===== config.mk =====
export PLATFORM = sky130hd
export DESIGN_NAME = uart_register_block_rx_fifo
export DESIGN_NICKNAME = d
export VERILOG_FILES = /design/src/design/urbrf_pkg.sv /design/src/design/urbrf_front.sv /design/src/design/urbrf_queue.sv /design/src/design/urbrf_back.sv /design/src/design/uart_register_block_rx_fifo.sv
export SDC_FILE = /design/constraint.sdc
export NUM_CORES = 1
export LEC_CHECK = 0
export CAP_MARGIN = 20
export CELL_PAD_IN_SITES_DETAIL_PLACEMENT = 1
export CELL_PAD_IN_SITES_GLOBAL_PLACEMENT = 1
export CORE_ASPECT_RATIO = 0.5
export CORE_MARGIN = 10
export CORE_UTILIZATION = 40
export DETAILED_ROUTE_END_ITERATION = 8
export DONT_BUFFER_PORTS = 1
export PLACE_DENSITY_LB_ADDON = 0.1
export SLEW_MARGIN = 20
export SYNTH_ARGS = -nofsm -noshare
export SYNTH_HDL_FRONTEND = slang
export SYNTH_SLANG_ARGS = --single-unit

===== constraint.sdc =====
create_clock -name aclk -period 8.9 [get_ports aclk]
set_clock_uncertainty 0.05 [all_clocks]
set_input_delay 1.78 -clock aclk [delete_from_list [all_inputs] [get_ports aclk]]
set_output_delay 1.78 -clock aclk [all_outputs]
set_load 0.02 [all_outputs]

===== src/design/urbrf_pkg.sv =====
package urbrf_pkg;

    // Receive FIFO geometry and interrupt trigger level.
    localparam int FIFO_DEPTH = 16;
    localparam int RX_TRIGGER = 1;
    localparam int HEAD_W     = $clog2(FIFO_DEPTH);
    localparam int CNT_W      = $clog2(FIFO_DEPTH + 1);

    // Command queue between the decoder and the execution stage.
    localparam int QUEUE_DEPTH = 2;
    localparam int QPTR_W      = $clog2(QUEUE_DEPTH);
    localparam int QCNT_W      = $clog2(QUEUE_DEPTH + 1);

    // Action codes on the input beat.
    localparam logic [1:0] ACT_READ  = 2'd0;
    localparam logic [1:0] ACT_WRITE = 2'd1;
    localparam logic [1:0] ACT_RECV  = 2'd2;

    // Register offsets within the window.
    localparam logic [11:0] OFF_DR    = 12'h000;
    localparam logic [11:0] OFF_FR    = 12'h018;
    localparam logic [11:0] OFF_ILPR  = 12'h020;
    localparam logic [11:0] OFF_IBRD  = 12'h024;
    localparam logic [11:0] OFF_FBRD  = 12'h028;
    localparam logic [11:0] OFF_LCR   = 12'h02C;
    localparam logic [11:0] OFF_CR    = 12'h030;
    localparam logic [11:0] OFF_IFLS  = 12'h034;
    localparam logic [11:0] OFF_IMSC  = 12'h038;
    localparam logic [11:0] OFF_RIS   = 12'h03C;
    localparam logic [11:0] OFF_MIS   = 12'h040;
    localparam logic [11:0] OFF_ICR   = 12'h044;
    localparam logic [11:0] OFF_DMACR = 12'h048;
    localparam logic [11:0] OFF_ID0   = 12'hFE0;

    // Reset values and bit masks.
    localparam logic [31:0] FLAG_RESET = 32'h0000_0090;
    localparam logic [31:0] CR_RESET   = 32'h0000_0300;
    localparam logic [31:0] IFLS_RESET = 32'h0000_0012;
    localparam logic [31:0] FLAG_RXFE  = 32'h0000_0010;
    localparam logic [31:0] FLAG_RXFF  = 32'h0000_0040;
    localparam logic [31:0] LCR_FEN    = 32'h0000_0010;
    localparam logic [31:0] RIS_RX     = 32'h0000_0010;
    localparam logic [31:0] RIS_TX     = 32'h0000_0020;

    typedef enum logic [1:0] {
        KIND_READ,
        KIND_WRITE,
        KIND_RECV,
        KIND_NONE
    } cmd_kind_t;

    typedef enum logic [3:0] {
        REG_DR,
        REG_FR,
        REG_ILPR,
        REG_IBRD,
        REG_FBRD,
        REG_LCR,
        REG_CR,
        REG_IFLS,
        REG_IMSC,
        REG_RIS,
        REG_MIS,
        REG_ICR,
        REG_DMACR,
        REG_ID,
        REG_NONE
    } reg_sel_t;

    typedef struct packed {
        logic [1:0]  action;
        logic [11:0] reg_offset;
        logic [31:0] write_word;
        logic [7:0]  rx_char;
    } in_beat_t;

    typedef struct packed {
        logic [31:0] read_word;
        logic        tx_valid;
        logic [7:0]  tx_char;
        logic        irq_line;
        logic        rx_dropped;
    } out_beat_t;

    typedef struct packed {
        cmd_kind_t   kind;
        reg_sel_t    sel;
        logic [2:0]  id_index;
        logic [31:0] write_word;
        logic [7:0]  rx_char;
    } cmd_t;

    function automatic logic [31:0] id_value(input logic [2:0] idx);
        logic [31:0] v;
        case (idx)
            3'd0:    v = 32'h11;
            3'd1:    v = 32'h10;
            3'd2:    v = 32'h14;
            3'd3:    v = 32'h00;
            3'd4:    v = 32'h0D;
            3'd5:    v = 32'hF0;
            3'd6:    v = 32'h05;
            3'd7:    v = 32'hB1;
            default: v = 32'h00;
        endcase
        return v;
    endfunction

endpackage


===== src/design/urbrf_front.sv =====
module urbrf_front (
    input  logic               s_valid,
    output logic               s_ready,
    input  urbrf_pkg::in_beat_t s_data,
    input  logic               q_full,
    output logic               q_push,
    output urbrf_pkg::cmd_t    q_cmd
);

    // Decode the offset once so the execution stage sees a register code.
    function automatic urbrf_pkg::reg_sel_t decode(input logic [11:0] off);
        urbrf_pkg::reg_sel_t r;
        case (off)
            urbrf_pkg::OFF_DR:    r = urbrf_pkg::REG_DR;
            urbrf_pkg::OFF_FR:    r = urbrf_pkg::REG_FR;
            urbrf_pkg::OFF_ILPR:  r = urbrf_pkg::REG_ILPR;
            urbrf_pkg::OFF_IBRD:  r = urbrf_pkg::REG_IBRD;
            urbrf_pkg::OFF_FBRD:  r = urbrf_pkg::REG_FBRD;
            urbrf_pkg::OFF_LCR:   r = urbrf_pkg::REG_LCR;
            urbrf_pkg::OFF_CR:    r = urbrf_pkg::REG_CR;
            urbrf_pkg::OFF_IFLS:  r = urbrf_pkg::REG_IFLS;
            urbrf_pkg::OFF_IMSC:  r = urbrf_pkg::REG_IMSC;
            urbrf_pkg::OFF_RIS:   r = urbrf_pkg::REG_RIS;
            urbrf_pkg::OFF_MIS:   r = urbrf_pkg::REG_MIS;
            urbrf_pkg::OFF_ICR:   r = urbrf_pkg::REG_ICR;
            urbrf_pkg::OFF_DMACR: r = urbrf_pkg::REG_DMACR;
            default: begin
                if (off >= urbrf_pkg::OFF_ID0 && off[1:0] == 2'b00) begin
                    r = urbrf_pkg::REG_ID;
                end else begin
                    r = urbrf_pkg::REG_NONE;
                end
            end
        endcase
        return r;
    endfunction

    assign s_ready = !q_full;
    assign q_push  = s_valid && !q_full;

    always_comb begin
        case (s_data.action)
            urbrf_pkg::ACT_READ:  q_cmd.kind = urbrf_pkg::KIND_READ;
            urbrf_pkg::ACT_WRITE: q_cmd.kind = urbrf_pkg::KIND_WRITE;
            urbrf_pkg::ACT_RECV:  q_cmd.kind = urbrf_pkg::KIND_RECV;
            default:              q_cmd.kind = urbrf_pkg::KIND_NONE;
        endcase
        q_cmd.sel        = decode(s_data.reg_offset);
        q_cmd.id_index   = s_data.reg_offset[4:2];
        q_cmd.write_word = s_data.write_word;
        q_cmd.rx_char    = s_data.rx_char;
    end

endmodule


===== src/design/urbrf_queue.sv =====
module urbrf_queue (
    input  logic            aclk,
    input  logic            aresetn,
    input  logic            push,
    input  urbrf_pkg::cmd_t push_cmd,
    output logic            full,
    input  logic            pop,
    output logic            head_valid,
    output urbrf_pkg::cmd_t head_cmd
);

    urbrf_pkg::cmd_t                    slot_mem [urbrf_pkg::QUEUE_DEPTH];
    logic [urbrf_pkg::QPTR_W-1:0]       wr_ptr_reg;
    logic [urbrf_pkg::QPTR_W-1:0]       rd_ptr_reg;
    logic [urbrf_pkg::QCNT_W-1:0]       count_reg;
    logic                               do_pop;

    assign full       = (count_reg == urbrf_pkg::QCNT_W'(urbrf_pkg::QUEUE_DEPTH));
    assign head_valid = (count_reg != '0);
    assign head_cmd   = slot_mem[rd_ptr_reg];
    assign do_pop     = pop && head_valid;

    function automatic logic [urbrf_pkg::QPTR_W-1:0] bump(
        input logic [urbrf_pkg::QPTR_W-1:0] p
    );
        logic [urbrf_pkg::QPTR_W-1:0] n;
        if (p == urbrf_pkg::QPTR_W'(urbrf_pkg::QUEUE_DEPTH - 1)) begin
            n = '0;
        end else begin
            n = p + 1'b1;
        end
        return n;
    endfunction

    always_ff @(posedge aclk) begin
        if (push) begin
            slot_mem[wr_ptr_reg] <= push_cmd;
        end
    end

    always_ff @(posedge aclk) begin
        if (!aresetn) begin
            wr_ptr_reg <= '0;
            rd_ptr_reg <= '0;
            count_reg  <= '0;
        end else begin
            if (push) begin
                wr_ptr_reg <= bump(wr_ptr_reg);
            end
            if (do_pop) begin
                rd_ptr_reg <= bump(rd_ptr_reg);
            end
            if (push && !do_pop) begin
                count_reg <= count_reg + 1'b1;
            end else if (!push && do_pop) begin
                count_reg <= count_reg - 1'b1;
            end
        end
    end

    a_count_bound: assert property (@(posedge aclk) disable iff (!aresetn)
        count_reg <= urbrf_pkg::QCNT_W'(urbrf_pkg::QUEUE_DEPTH))
        else $error("command queue count beyond its depth");

    a_no_push_full: assert property (@(posedge aclk) disable iff (!aresetn)
        !(push && full))
        else $error("command pushed into a full queue");

endmodule


===== src/design/urbrf_back.sv =====
module urbrf_back (
    input  logic                 aclk,
    input  logic                 aresetn,
    input  logic                 cmd_valid,
    output logic                 cmd_ready,
    input  urbrf_pkg::cmd_t      cmd,
    output logic                 m_valid,
    input  logic                 m_ready,
    output urbrf_pkg::out_beat_t m_data
);

    localparam int D  = urbrf_pkg::FIFO_DEPTH;
    localparam int HW = urbrf_pkg::HEAD_W;
    localparam int CW = urbrf_pkg::CNT_W;

    logic [7:0]    rx_store_reg [D];
    logic [HW-1:0] rx_head_reg, rx_head_next;
    logic [CW-1:0] rx_count_reg, rx_count_next;
    logic [31:0]   flag_reg, flag_next;
    logic [31:0]   ctrl_reg, ctrl_next;
    logic [31:0]   ifls_reg, ifls_next;
    logic [31:0]   lcr_reg, lcr_next;
    logic [31:0]   imsc_reg, imsc_next;
    logic [31:0]   ris_reg, ris_next;
    logic [31:0]   ibrd_reg, ibrd_next;
    logic [31:0]   fbrd_reg, fbrd_next;
    logic [31:0]   ilpr_reg, ilpr_next;
    logic [31:0]   dmacr_reg, dmacr_next;

    logic                 m_valid_reg;
    urbrf_pkg::out_beat_t m_data_reg, m_data_next;

    logic          fire;
    logic          store_we;
    logic [HW:0]   slot_sum;
    logic [HW-1:0] slot;

    assign cmd_ready = !m_valid_reg || m_ready;
    assign fire      = cmd_valid && cmd_ready;
    assign m_valid   = m_valid_reg;
    assign m_data    = m_data_reg;

    // Tail position of the receive FIFO.
    always_comb begin
        slot_sum = {1'b0, rx_head_reg} + {1'b0, rx_count_reg[HW-1:0]};
        if (slot_sum >= (HW+1)'(D)) begin
            slot_sum = slot_sum - (HW+1)'(D);
        end
        slot = slot_sum[HW-1:0];
    end

    always_comb begin
        rx_head_next  = rx_head_reg;
        rx_count_next = rx_count_reg;
        flag_next     = flag_reg;
        ctrl_next     = ctrl_reg;
        ifls_next     = ifls_reg;
        lcr_next      = lcr_reg;
        imsc_next     = imsc_reg;
        ris_next      = ris_reg;
        ibrd_next     = ibrd_reg;
        fbrd_next     = fbrd_reg;
        ilpr_next     = ilpr_reg;
        dmacr_next    = dmacr_reg;
        store_we      = 1'b0;
        m_data_next   = '0;

        case (cmd.kind)
            urbrf_pkg::KIND_READ: begin
                case (cmd.sel)
                    urbrf_pkg::REG_DR: begin
                        flag_next = flag_next & ~urbrf_pkg::FLAG_RXFF;
                        m_data_next.read_word = {24'd0, rx_store_reg[rx_head_reg]};
                        if (rx_count_reg != '0) begin
                            rx_count_next = rx_count_reg - 1'b1;
                            if (rx_head_reg == HW'(D - 1)) begin
                                rx_head_next = '0;
                            end else begin
                                rx_head_next = rx_head_reg + 1'b1;
                            end
                        end
                        if (rx_count_next == '0) begin
                            flag_next = flag_next | urbrf_pkg::FLAG_RXFE;
                        end
                        if (rx_count_next == CW'(urbrf_pkg::RX_TRIGGER - 1)) begin
                            ris_next = ris_next & ~urbrf_pkg::RIS_RX;
                        end
                    end
                    urbrf_pkg::REG_FR:    m_data_next.read_word = flag_reg;
                    urbrf_pkg::REG_ILPR:  m_data_next.read_word = ilpr_reg;
                    urbrf_pkg::REG_IBRD:  m_data_next.read_word = ibrd_reg;
                    urbrf_pkg::REG_FBRD:  m_data_next.read_word = fbrd_reg;
                    urbrf_pkg::REG_LCR:   m_data_next.read_word = lcr_reg;
                    urbrf_pkg::REG_CR:    m_data_next.read_word = ctrl_reg;
                    urbrf_pkg::REG_IFLS:  m_data_next.read_word = ifls_reg;
                    urbrf_pkg::REG_IMSC:  m_data_next.read_word = imsc_reg;
                    urbrf_pkg::REG_RIS:   m_data_next.read_word = ris_reg;
                    urbrf_pkg::REG_MIS:   m_data_next.read_word = ris_reg & imsc_reg;
                    urbrf_pkg::REG_DMACR: m_data_next.read_word = dmacr_reg;
                    urbrf_pkg::REG_ID:    m_data_next.read_word = urbrf_pkg::id_value(cmd.id_index);
                    default:              m_data_next.read_word = '0;
                endcase
            end
            urbrf_pkg::KIND_WRITE: begin
                case (cmd.sel)
                    urbrf_pkg::REG_DR: begin
                        ris_next             = ris_next | urbrf_pkg::RIS_TX;
                        m_data_next.tx_valid = 1'b1;
                        m_data_next.tx_char  = cmd.write_word[7:0];
                    end
                    urbrf_pkg::REG_FR:    flag_next  = cmd.write_word;
                    urbrf_pkg::REG_ILPR:  ilpr_next  = cmd.write_word;
                    urbrf_pkg::REG_IBRD:  ibrd_next  = cmd.write_word;
                    urbrf_pkg::REG_FBRD:  fbrd_next  = cmd.write_word;
                    urbrf_pkg::REG_LCR:   lcr_next   = cmd.write_word;
                    urbrf_pkg::REG_CR:    ctrl_next  = cmd.write_word;
                    urbrf_pkg::REG_IFLS:  ifls_next  = cmd.write_word;
                    urbrf_pkg::REG_IMSC:  imsc_next  = cmd.write_word;
                    urbrf_pkg::REG_RIS:   ris_next   = cmd.write_word;
                    urbrf_pkg::REG_ICR:   ris_next   = ris_reg & ~cmd.write_word;
                    urbrf_pkg::REG_DMACR: dmacr_next = cmd.write_word;
                    default: ;
                endcase
            end
            urbrf_pkg::KIND_RECV: begin
                if (rx_count_reg >= CW'(D)) begin
                    m_data_next.rx_dropped = 1'b1;
                end else begin
                    store_we      = 1'b1;
                    rx_count_next = rx_count_reg + 1'b1;
                    flag_next     = flag_next & ~urbrf_pkg::FLAG_RXFE;
                    if ((lcr_reg & urbrf_pkg::LCR_FEN) == '0 || rx_count_next == CW'(D)) begin
                        flag_next = flag_next | urbrf_pkg::FLAG_RXFF;
                    end
                    if (rx_count_next == CW'(urbrf_pkg::RX_TRIGGER)) begin
                        ris_next = ris_next | urbrf_pkg::RIS_RX;
                    end
                end
            end
            default: ;
        endcase

        m_data_next.irq_line = ((ris_next & imsc_next) != '0);
    end

    always_ff @(posedge aclk) begin
        if (!aresetn) begin
            for (int i = 0; i < D; i++) begin
                rx_store_reg[i] <= '0;
            end
        end else if (fire && store_we) begin
            rx_store_reg[slot] <= cmd.rx_char;
        end
    end

    always_ff @(posedge aclk) begin
        if (fire) begin
            m_data_reg <= m_data_next;
        end
    end

    always_ff @(posedge aclk) begin
        if (!aresetn) begin
            m_valid_reg  <= 1'b0;
            rx_head_reg  <= '0;
            rx_count_reg <= '0;
            flag_reg     <= urbrf_pkg::FLAG_RESET;
            ctrl_reg     <= urbrf_pkg::CR_RESET;
            ifls_reg     <= urbrf_pkg::IFLS_RESET;
            lcr_reg      <= '0;
            imsc_reg     <= '0;
            ris_reg      <= '0;
            ibrd_reg     <= '0;
            fbrd_reg     <= '0;
            ilpr_reg     <= '0;
            dmacr_reg    <= '0;
        end else begin
            if (cmd_ready) begin
                m_valid_reg <= cmd_valid;
            end
            if (fire) begin
                rx_head_reg  <= rx_head_next;
                rx_count_reg <= rx_count_next;
                flag_reg     <= flag_next;
                ctrl_reg     <= ctrl_next;
                ifls_reg     <= ifls_next;
                lcr_reg      <= lcr_next;
                imsc_reg     <= imsc_next;
                ris_reg      <= ris_next;
                ibrd_reg     <= ibrd_next;
                fbrd_reg     <= fbrd_next;
                ilpr_reg     <= ilpr_next;
                dmacr_reg    <= dmacr_next;
            end
        end
    end

    a_rx_count_bound: assert property (@(posedge aclk) disable iff (!aresetn)
        rx_count_reg <= CW'(D))
        else $error("receive FIFO count beyond its depth");

    a_drop_when_full: assert property (@(posedge aclk) disable iff (!aresetn)
        (fire && cmd.kind == urbrf_pkg::KIND_RECV && rx_count_reg == CW'(D))
        |=> (m_data_reg.rx_dropped && $stable(rx_count_reg)))
        else $error("character on a full FIFO was not dropped");

    a_irq_matches: assert property (@(posedge aclk) disable iff (!aresetn)
        $past(fire) |-> (m_data_reg.irq_line == ((ris_reg & imsc_reg) != '0)))
        else $error("interrupt level disagrees with status and mask");

endmodule


===== src/design/uart_register_block_rx_fifo.sv =====
// Channel   Direction  Ports                        Beat type
// s_        in         s_valid s_ready s_data       urbrf_pkg::in_beat_t
// m_        out        m_valid m_ready m_data       urbrf_pkg::out_beat_t
//
// One beat is accepted per cycle while the two-entry command queue has room.
// A beat is decoded and queued at its accepting edge; the execution stage
// registers its result as it takes the beat, holding it on m_ until taken.
// Reset (aresetn low, synchronous) empties the queue and the output register
// and restores every register and the receive FIFO to its reset value.
// A stall on m_ fills the queue, after which s_ready falls until a beat drains.
module uart_register_block_rx_fifo (
    input  logic                 aclk,
    input  logic                 aresetn,
    input  logic                 s_valid,
    output logic                 s_ready,
    input  urbrf_pkg::in_beat_t  s_data,
    output logic                 m_valid,
    input  logic                 m_ready,
    output urbrf_pkg::out_beat_t m_data
);

    // Front end to queue.
    logic            q_full;
    logic            q_push;
    urbrf_pkg::cmd_t q_cmd;

    // Queue to execution stage.
    logic            head_valid;
    logic            head_pop;
    urbrf_pkg::cmd_t head_cmd;

    // The front end turns each beat into an action kind and a register code;
    // the offset comparison is thereby kept off the execution stage's path.
    urbrf_front u_front (
        .s_valid (s_valid),
        .s_ready (s_ready),
        .s_data  (s_data),
        .q_full  (q_full),
        .q_push  (q_push),
        .q_cmd   (q_cmd)
    );

    // The queue lets the input keep flowing for a beat or two while the
    // result side is stalled, and lets the result side drain on its own.
    urbrf_queue u_queue (
        .aclk       (aclk),
        .aresetn    (aresetn),
        .push       (q_push),
        .push_cmd   (q_cmd),
        .full       (q_full),
        .pop        (head_pop),
        .head_valid (head_valid),
        .head_cmd   (head_cmd)
    );

    // The execution stage holds the register file and the receive FIFO, applies
    // one command per cycle unless m_ stalls; each recomputes the irq level.
    urbrf_back u_back (
        .aclk      (aclk),
        .aresetn   (aresetn),
        .cmd_valid (head_valid),
        .cmd_ready (head_pop),
        .cmd       (head_cmd),
        .m_valid   (m_valid),
        .m_ready   (m_ready),
        .m_data    (m_data)
    );

endmodule

==> Word level (Yosys, flattened, before mapping) <==
Memory sizes are Yosys's and may differ from the RTL's. A register that Yosys moved wholly into a read port is not among the register bits.
Cells that the tools add are included.
{ "op_classes": {"magnitude_cmp": 3, "n_mux": 47, "reduce_logical": 39, "bitwise_logic": 6, "addsub": 9, "eq_ne": 38} }
{ "ops": {"columns": ["cell", "count"], "rows": [
  ["$pmux W32 S13", 1],
  ["$pmux W32 S3", 3],
  ["$mux W32", 5],
  ["$and A32 B32 Y32", 3],
  ["$eq A12 B6 Y1 const B", 8],
  ["$pmux W4 S13", 1],
  ["$mux W5", 10],
  ["$eq A12 B7 Y1 const B", 3],
  ["$logic_not A32 Y1", 1],
  ["$not A32 Y32", 1],
  ["$reduce_bool A32 Y1", 1],
  ["$eq A4 B4 Y1 const B", 7],
  ["$reduce_and A3 Y1", 7],
  ["$mux W4", 5],
  ["$eq A4 B3 Y1 const B", 4],
  ["$mux W1", 14],
  ["$eq A12 B5 Y1 const B", 1],
  ["$ge A12 B12 Y1 const B", 1],
  ["$logic_not A12 Y1", 1],
  ["$reduce_and A6 Y1", 2],
  ["$ge A5 B5 Y1 const B", 2],
  ["$pmux W5 S2", 1],
  ["$mux W9", 1],
  ["$eq A4 B2 Y1 const B", 2],
  ["other kinds (33)", 57]
]} }
{ "word_totals": {"input_bits": 58, "mem_bits_ro": 56, "regBits": 377, "elab_cells": 168, "mem_bits_rw": 226, "mem_count": 3} }
{ "memory_table": {"columns": ["memory", "depth", "word_bits", "rd", "rd_ports_with_merged_regs", "wr", "line", "text"], "rows": [
  ["u_back.rx_store_reg", 16, 8, 1, 1, 16, "urbrf_back.sv:16", "logic [7:0] rx_store_reg [D];"],
  ["u_queue.slot_mem", 2, 49, 1, 1, 1, "urbrf_queue.sv:12", "urbrf_pkg::cmd_t slot_mem [urbrf_pkg::QUEUE_DEPTH];"],
  ["(name not given)", 8, 7, 1, 0, 0, "urbrf_pkg.sv:95", "case (idx)"]
]} }

==> Depth between registers and ports, before layout <==
Gate-level depths: netlist of run 1.
{ "logic_depth": {"ltp_word": 10, "ltp_mapped": 19, "depth_no_buf": 11} }

==> By module <==
Synthesis of run 1 repeated with hierarchy kept, for this count alone.
{ "unflattened": {"hier_cells": 2692, "hier_area_um2": 27079.7} }
{ "by_module_without_submodules": {"columns": ["module", "area_each_um2", "n_inst", "cells_per_inst"], "rows": [
  ["urbrf_back", 22786.9, 1, 2441],
  ["urbrf_queue", 3748.6, 1, 174],
  ["urbrf_front", 544.3, 1, 77]
]} }

==> Worst setup path before layout of run 1 <==
OpenSTA, ideal clock, no wires.
{ "synth_timing": {"path_type": "register to register", "from": "reg (tool-made name)", "to": "reg u_back.m_data_reg (netlist bit u_back.m_data[1]) (data pin)", "path_stages_with_launch": 19, "arrival_time_ns": 4.382, "t_required_ns": 8.578, "setup_slack_ns": 4.196, "n_path_buf": 7, "period_less_slack_ns": 4.704, "cell_sequence": "dfxtp_1 > buf_6 > buf_2 > buf_2 > buf_2 > buf_1 > mux2i_1 > inv_1 > ha_1 > or3_1 > clkbuf_1 > a31oi_2 > inv_2 > clkbuf_1 > a21oi_1 > o22ai_1 > nor3_1 > nand4_1 > or4_1"} }
{ "synth_rtl": {"columns": ["item", "line", "text"], "rows": [
  ["end signal: assignment", "urbrf_back.sv:158", "m_data_reg <= m_data_next;"],
  ["end: declaration", "urbrf_back.sv:31", "urbrf_pkg::out_beat_t m_data_reg, m_data_next;"]
]} }

==> impl_metrics.ini, run 1 <==
[run_status]
run_status = complete, no violations

[sta]
finalSetupViolCount = 0
tightest_slew_ps = 1164
rsz0062_at_grt = no
relSlewSlack_pct = 22.41
hold_viol = 0
fmax_mhz = 196.6
layout_min_cycle_time_ps = 5086
fin_crit_sh_pct = 57.15
slew_viol_final = 0
setup_tns_ps = 0

[detailed_routing]
first_pass_iters = 7
drtIter0Drc = 1735
postRouteAntennaNets = 0
drc = 0
wl_mm = 85.13
wire_per_inst_um = 25.48
vias = 19820
vias_per_cell = 5.931

[grt]
grt_usage_pct = 21.68
grt_max_degree = 219
grt_pass1_wl_mm = 130.3
grt_pass1_vias = 20050
grt_antenna_before_repair = 0
grt_remaining_overflow = 0

[floorplan]
die_w_um = 381.4
initial_utilization_pct = 40.30
design.core.area_um2 = 64820
die_y_um = 200.7
dieArea_um2 = 76550
io_pins = 103
rows = 66

[setup_path]
r2r_slack_ps = 3810
cp.required_ps = 9220
r2r_cells = 11
end_kind = flop
path_class = reg2reg
endpoint = u_back.m_data[1]
r2r_end = u_back.m_data[1]
cp_max_fo = 43
crit_path_start_kind = flop
worstPathArrival_ps = 5400

[power]
swShare_pct = 32.63
clkPwrFrac_pct = 33.2
p_leak_nw = 9.263
seqPwrFrac_pct = 48.7
p_int_mw = 4.860
p_switching_mw = 2.354
ir_drop_v = 0.0001508
pwr-share-comb_pct = 18.1
p_per_area_nw_per_um2 = 249.9

[layout]
num-nets-final = 2486
area_growth_pct = 10.53
antenna_cells = 0
drive_gt1_share_pct = 10.22
largest_reg_flops = 128
nFillCells = 6984
multiInputGateArea_um2 = 10460
regArea_um2 = 14870
post-route-util_pct = 44.54
fin_cells = 3341

[clock_network]
clk_latency_ps = 620
cts_buffer_depth = 3
cts_tree = built
numCtsBuffers = 57
cts_setup_buffers = 0
root_buffer = clkbuf_16
cts.clk_slew.worst_paths_ps = 80
clkSinkCount = 608
cts_resized = 0
cts_hold_buf = 0
htreeDepth = 2

[run]
drv_cap = 0

[synth]
syn_nets = 2583
synth_cells = 2511
yosysWarnings = 0
synth_cell_types = 73
synthTopCellsByArea = edfxtp_1 31%, dfxtp_1 26%, a211oi_1 8.3%
synth_top_area_share_pct = 30.92
syn_avg_cell_area_um2 = 10.40
synth_area_leader_cell = edfxtp_1
mappedNetlistArea_um2 = 26130
synth-async-reset-ratio_pct = 0
ys_ff_latch = 608
synth_edf_count = 269
yosysSeqAreaShare_pct = 56.90
synth_ff_type = dfxtp_1

[placed_design]
dp.cells = 3239
hpwl_mm = 54.14
io_buffers = 0
gp_routability_congestion = 0.8091

[hold_path]
hold_path.class = reg2reg
-- routing by layer --
metal | track usage (%) | vias up | wire length (µm)
met5 | 0 | - | 0
met4 | 5.021 | 0 | 1855
met3 | 2.733 | 120 | 3758
met2 | 35.73 | 457 | 39920
met1 | 30.17 | 10100 | 39590
li1 | - | 9139 | -
-- layout by cell type (no fill, tap or decap), drive strengths merged, types with 25 or more instances in the layout --
master | Yosys | routed
nor2 | 513 | 513
dfxtp | 339 | 339
a211oi | 289 | 289
edfxtp | 269 | 269
nand2 | 175 | 175
a21oi | 86 | 86
buf | 34 | 78
clkbuf | 200 | 78
o21ai | 62 | 62
a22oi | 61 | 61
mux2i | 49 | 49
nor3 | 44 | 44
mux4 | 40 | 40
a221oi | 34 | 34
a222oi | 29 | 29
a31oi | 28 | 28
a21o | 25 | 25
-- logic make-up (layout without fill, tap and decap cells) --
| kind of cell | count (synthesis) | count (layout) | synth area share (%) |
|---|---|---|---|
| XOR/XNOR | 12 | 12 | 0.4023 |
| AND/OR/NAND/NOR | 827 | 827 | 13.42 |
| AO/OA/AOI/OAI | 694 | 694 | 19.07 |
| adder cells (fa/ha/maj) | 14 | 14 | 0.6993 |
| flip-flops | 608 | 608 | 56.90 |
| multiplexers | 98 | 98 | 5.714 |
| buffers and inverters | 258 | 204 | 3.803 |
-- critical path, stage by stage, from the launching register on --
cell	delay, ps
dfxtp_4	740
mux2i_1	590
inv_1	130
ha_1	350
or3_1	640
a31oi_2	620
inv_2	340
a21oi_1	300
o22ai_1	120
nor2_1	340
o21ai_0	140
or4_1	470
-- per-stage QoR --
stage	hold slack, ps	power [mW]	instance area [µm²]	worst slack, ps
final	437.6	7.215	28880	3814
after global placement	414.7	4.859	27120	3603
after floorplan	403.0	4.286	26130	4196
after CTS	444.6	7.277	28880	3891
after detailed placement	427.0	4.887	27130	3480
after global routing	469.6	7.522	28880	3516
-- cell usage after synthesis (all sizes together), types with 13 or more instances --
library cell / number
nor2: 513
dfxtp: 339
a211oi: 289
edfxtp: 269
clkbuf: 200
nand2: 175
a21oi: 86
o21ai: 62
a22oi: 61
mux2i: 49
nor3: 44
mux4: 40
a221oi: 34
buf: 34
a222oi: 29
a31oi: 28
a21o: 25
inv: 23
o22ai: 22
a22o: 13
ha: 13
-- power by group through the flow --
stage,sequential (mW),combinational (mW),clock (mW)
2_1_floorplan,3.47,0.816,0
3_3_place_gp,3.57,1.29,0
3_5_place_dp,3.58,1.31,0
4_1_cts,3.52,1.31,2.44
5_1_grt,3.54,1.41,2.57
6_report,3.51,1.31,2.39
-- final cells by class --
cell class	instances	share of cell area, %
well taps	884	3.830
inverters	24	0.3467
clock buffers	78	5.386
repair buffers	78	2.071
flip-flops and latches	608	51.50
multi-input cells	1645	36.22
clock inverters	24	0.6543
-- worst min-delay path by stage --
stage,from,slack (ps),cells after the start,end
5_1_grt,u_back.ctrl_reg[24],470,2,u_back.ctrl_reg[24]
3_5_place_dp,u_back.ifls_reg[4],430,2,u_back.ifls_reg[4]
6_report,u_back.flag_reg[18],440,2,u_back.flag_reg[18]
2_1_floorplan,u_back.flag_reg[4],400,2,u_back.flag_reg[4]
3_3_place_gp,u_back.flag_reg[7],410,2,u_back.flag_reg[7]
4_1_cts,u_back.flag_reg[18],440,2,u_back.flag_reg[18]
Power figures use the tool's default switching activity.
==> run 2: changes to the inputs <==
==> constraint.sdc (replaced) <==
create_clock -name aclk -period 4.6 [get_ports aclk]
set_clock_uncertainty 0.05 [all_clocks]
set_input_delay 0.92 -clock aclk [delete_from_list [all_inputs] [get_ports aclk]]
set_output_delay 0.92 -clock aclk [all_outputs]
set_load 0.02 [all_outputs]
==> run 2 against run 1 <==
  * Die area did not move
  * Final cell count rose by 1.3%
  * Via count rose by 0.87%
  * First-iteration DRC count rose by 2.8%
  * Maximum frequency rose by 25%
  * Critical path type unchanged
  * Critical path depth did not move
  * Critical endpoint unchanged
==> impl_metrics.ini, run 2 (same netlist as run 1, synthesis figures left out) <==
[run_status]
run_status = complete, no violations

[layout]
area_growth_pct = 13.03
num-nets-final = 2524
final_cell_mix = 503 x nor2_1, 337 x dfxtp_1, 289 x a211oi_1, 269 x edfxtp_1, 174 x nand2_1
largest_reg_flops = 128
drive_gt1_share_pct = 11.92
layout_commonest_cell = nor2_1
antenna_cells = 0

[sta]
slew_viol_final = 0
tightest_slew_ps = 933.9
hold_viol = 0
whs_ps = 301.2
relSlewSlack_pct = 37.08
fin_crit_sh_pct = 88.26
rsz0062_at_grt = no
layout_min_cycle_time_ps = 4060
finalSetupViolCount = 0
fmax_mhz = 246.3
setup_tns_ps = 0

[clock_network]
cts_resized = 0
numCtsBuffers = 57
clk_latency_ps = 660
cts.clk_slew.worst_paths_ps = 70
htreeDepth = 2
root_buffer = clkbuf_16
cts_setup_buffers = 0
cts_hold_buf = 0
clkSinkCount = 608
cts_tree = built
cts_buffer_depth = 3

[setup_path]
slowest_delay_ps = 560
path_class = reg2reg
crit_path_start_kind = flop
cp.required_ps = 4930
worstPathArrival_ps = 4390
cp_max_fo = 14
end_kind = flop
critical-path-slowest-cell = or3_1
crit_path_cell_trace = mux2i_1 > inv_1 > ha_1 > or3_1 > a31oi_2 > inv_2 > a21oi_1 > a211oi_1 > nor2_1 > o21ai_0 > or4_1
r2r_cells = 11
r2r_slack_ps = 540

[run]
drv_cap = 0

[power]
p_int_mw = 9.782
seqPwrFrac_pct = 47.0
pwr-share-comb_pct = 18.3
p_per_area_nw_per_um2 = 489.0
swShare_pct = 32.25
ir_drop_v = 0.0002815
p_leak_nw = 9.590
clkPwrFrac_pct = 34.7
p_switching_mw = 4.656

[floorplan]
die_y_um = 200.7
initial_utilization_pct = 40.30
dieArea_um2 = 76550
die_w_um = 381.4
io_pins = 103
design.core.area_um2 = 64820
rows = 66

[grt]
grt_usage_pct = 22.36
grt_pass1_wl_mm = 133.1
grt_max_degree = 119
grt_antenna_before_repair = 0
grt_pass1_vias = 20390
grt_remaining_overflow = 0

[placed_design]
io_buffers = 0
gp_routability_congestion = 0.8490
hpwl_mm = 56.17

[hold_path]
hold_path.class = in2reg
holdPathStages = 0

[detailed_routing]
vias_per_cell = 5.907
vias = 19990
drc = 0
drtIter0Drc = 1783
wl_mm = 87.39
postRouteAntennaNets = 0
first_pass_iters = 6
wire_per_inst_um = 25.82
-- run 2: critical path, delay by kind of cell, from the launching register on --
family / cells / cell delay, ps
simple gates: 3 / 1260
fa+ha+maj: 1 / 240
flops: 1 / 370
compound gates: 4 / 1070
buf+inv: 2 / 430
mux: 1 / 370
-- run 2: area by class of cell --
| class | count | area (µm²) |
|---|---|---|
| tap | 884 | 1106 |
| clock inverter | 29 | 341.6 |
| timing repair buffer | 116 | 1071 |
| clock buffer | 78 | 1602 |
| sequential | 608 | 14870 |
| fill | 7004 | 35300 |
| inverter | 24 | 100.1 |
| multi-input combinational | 1645 | 10440 |
-- run 2: power groups by stage --
stage          Combinational, mW  Clock [mW]  Sequential [mW]
6_report                    2.65        5.01             6.79
5_1_grt                     2.85        5.35             6.84
4_1_cts                     2.64        5.13             6.80
3_5_place_dp                2.64           0             6.91
3_3_place_gp                2.60           0             6.89
2_1_floorplan               1.58           0             6.71
-- run 2: final timing paths --
path / from / endpoint
max: flop / u_back.m_data[1]
min reg2reg: u_back.flag_reg[7] / u_back.flag_reg[7]
min: s_data[52] / u_queue.slot_mem[0][47]
max reg2reg: flop / u_back.m_data[1]
-- run 2: metal layers --
layer / routed length (µm) / vias to the layer above / global-route usage, %
met1: 40310 / 10130 / 30.93
li1: - / 9230 / -
met2: 40230 / 496 / 35.84
met4: 2328 / 0 / 6.424
met3: 4514 / 132 / 3.671
met5: 0 / - / 0
-- run 2: stage by stage --
stage	util (%)	instance area, µm²	power (mW)	std cells	setup slack [ps]
2_1_floorplan	-	26130	8.293	2511	111.4
3_3_place_gp	42.55	27580	9.490	3277	716.2
3_5_place_dp	42.55	27590	9.546	3277	629.7
4_1_cts	45.55	29530	14.57	3384	658.4
5_1_grt	45.55	29530	15.04	3384	393.0
6_report	45.55	29530	14.44	3384	540.1
==> run 3: changes to the inputs <==
==> constraint.sdc (replaced) <==
create_clock -name aclk -period 4.3 [get_ports aclk]
set_clock_uncertainty 0.05 [all_clocks]
set_input_delay 0.86 -clock aclk [delete_from_list [all_inputs] [get_ports aclk]]
set_output_delay 0.86 -clock aclk [all_outputs]
set_load 0.02 [all_outputs]
==> run 3 against run 2 <==
  * Global-route usage is 0.20 points lower
  * Die area stayed put
  * Hold slack got worse by 54 ps
  * Setup slack worse by 94 ps
==> impl_metrics.ini, run 3 (same netlist as run 1, synthesis figures left out) <==
[run]
drv_cap = 0

[clock_network]
cts_setup_buffers = 0
clkSinkCount = 608
htreeDepth = 2
numCtsBuffers = 56
root_buffer = clkbuf_16
cts_hold_buf = 0
cts_tree = built
cts_buffer_depth = 3
clk_latency_ps = 660
cts.clk_slew.worst_paths_ps = 70
cts_resized = 0

[layout]
area_growth_pct = 12.55
drive_gt1_share_pct = 11.79
nFillCells = 7019
num-nets-final = 2518
final_cell_mix = 503 x nor2_1, 337 x dfxtp_1, 289 x a211oi_1, 269 x edfxtp_1, 175 x nand2_1
layout_commonest_cell = nor2_1
largest_reg_flops = 128
post-route-util_pct = 45.36

[grt]
grt_usage_pct = 22.16
grt_pass1_wl_mm = 131.9
grt_pass1_vias = 20180
grt_remaining_overflow = 0
grt_max_degree = 135
grt_antenna_before_repair = 1

[power]
p_leak_nw = 9.528
p_per_area_nw_per_um2 = 519.8
ir_drop_v = 0.0003374

[setup_path]
end_kind = flop
path_class = reg2reg
cp_max_fo = 14
crit_path_start_kind = flop
crit_path_cell_trace = mux2i_1 > inv_1 > ha_1 > or3_1 > a31oi_4 > inv_2 > a21oi_1 > o22ai_1 > nor2_1 > o21ai_0 > or4_1
cp.required_ps = 4640
critical-path-slowest-cell = or3_1
critPathBufInv = 2
worstPathArrival_ps = 4190
cpLargestDelayFamily = simple AND/OR/NAND/NOR gates
slowest_delay_ps = 580

[hold_path]
hold_path.class = in2reg

[sta]
fin_crit_sh_pct = 89.63
rsz0062_at_grt = no
fmax_mhz = 259.5
slew_viol_final = 0
tightest_slew_ps = 1011
relSlewSlack_pct = 32.58
finalSetupViolCount = 0
setup_tns_ps = 0
hold_viol = 0
layout_min_cycle_time_ps = 3854

[floorplan]
die_w_um = 381.4
die_y_um = 200.7
design.core.area_um2 = 64820
rows = 66
dieArea_um2 = 76550
initial_utilization_pct = 40.30
io_pins = 103

[detailed_routing]
wl_mm = 87.21
postRouteAntennaNets = 0
vias = 19960
wire_per_inst_um = 25.82
drc = 0
vias_per_cell = 5.909
drtIter0Drc = 1620
first_pass_iters = 6

[placed_design]
hpwl_mm = 57.14
gp_routability_congestion = 0.8613
io_buffers = 0

[run_status]
run_status = complete, no violations
## run 3: cell count changes in the layout (fill, tap and decap cells not counted), sizes merged
cell and change:
bufinv -3, buf -5, clkinvlp +1, clkbuf -1
inv +2, diode +1, clkinv -1
## run 3: cell type report
type	count	area (µm²)	area share [%]
flip-flops and latches	608	14870	50.57
multi-input cells	1645	10460	35.57
clock buffers	77	1595	5.426
well taps	884	1106	3.762
repair buffers	111	996.0	3.387
clock inverters	28	274.0	0.9319
inverters	24	100.1	0.3404
diodes	1	2.502	0.008511
## run 3: through the flow
step           setup slack (ps)  hold slack [ps]  area [µm²]  power, mW  std cells
6_report                  446.0            246.9       29400      15.28       3378
3_5_place_dp              536.6            427.9       27530      10.21       3272
5_1_grt                   185.3            222.3       29400      15.89       3377
3_3_place_gp              625.6            418.7       27520      10.16       3272
2_1_floorplan             52.70            403.0       26150      8.884       2511
4_1_cts                   502.8            214.3       29400      15.39       3377
## run 3: per-layer routing
metal	routed length [µm]	global-route usage, %	vias up
li1	-	-	9224
met1	40080	30.37	10120
met2	40140	35.59	492
met3	4530	3.705	122
met4	2452	6.795	0
met5	0	0	-
## run 3: power breakdown
| group | leakage, nW | internal (mW) | switching [mW] |
|---|---|---|---|
| sequential | 5.38 | 6.64 | 0.620 |
| combinational | 3.23 | 0.786 | 2.04 |
| clock | 0.911 | 2.85 | 2.34 |
| total | 9.53 | 10.3 | 5.00 |
## run 3: worst paths after layout
kind / to / start / cells after the start / slack (ps)
worst max-delay path: u_back.m_data[1] / flop / 11 / 450
worst min-delay path: u_queue.slot_mem[1][22] / s_data[22] / 0 / 250
worst max register to register: u_back.m_data[1] / flop / 11 / 450
worst min register to register: u_back.flag_reg[7] / u_back.flag_reg[7] / 2 / 440
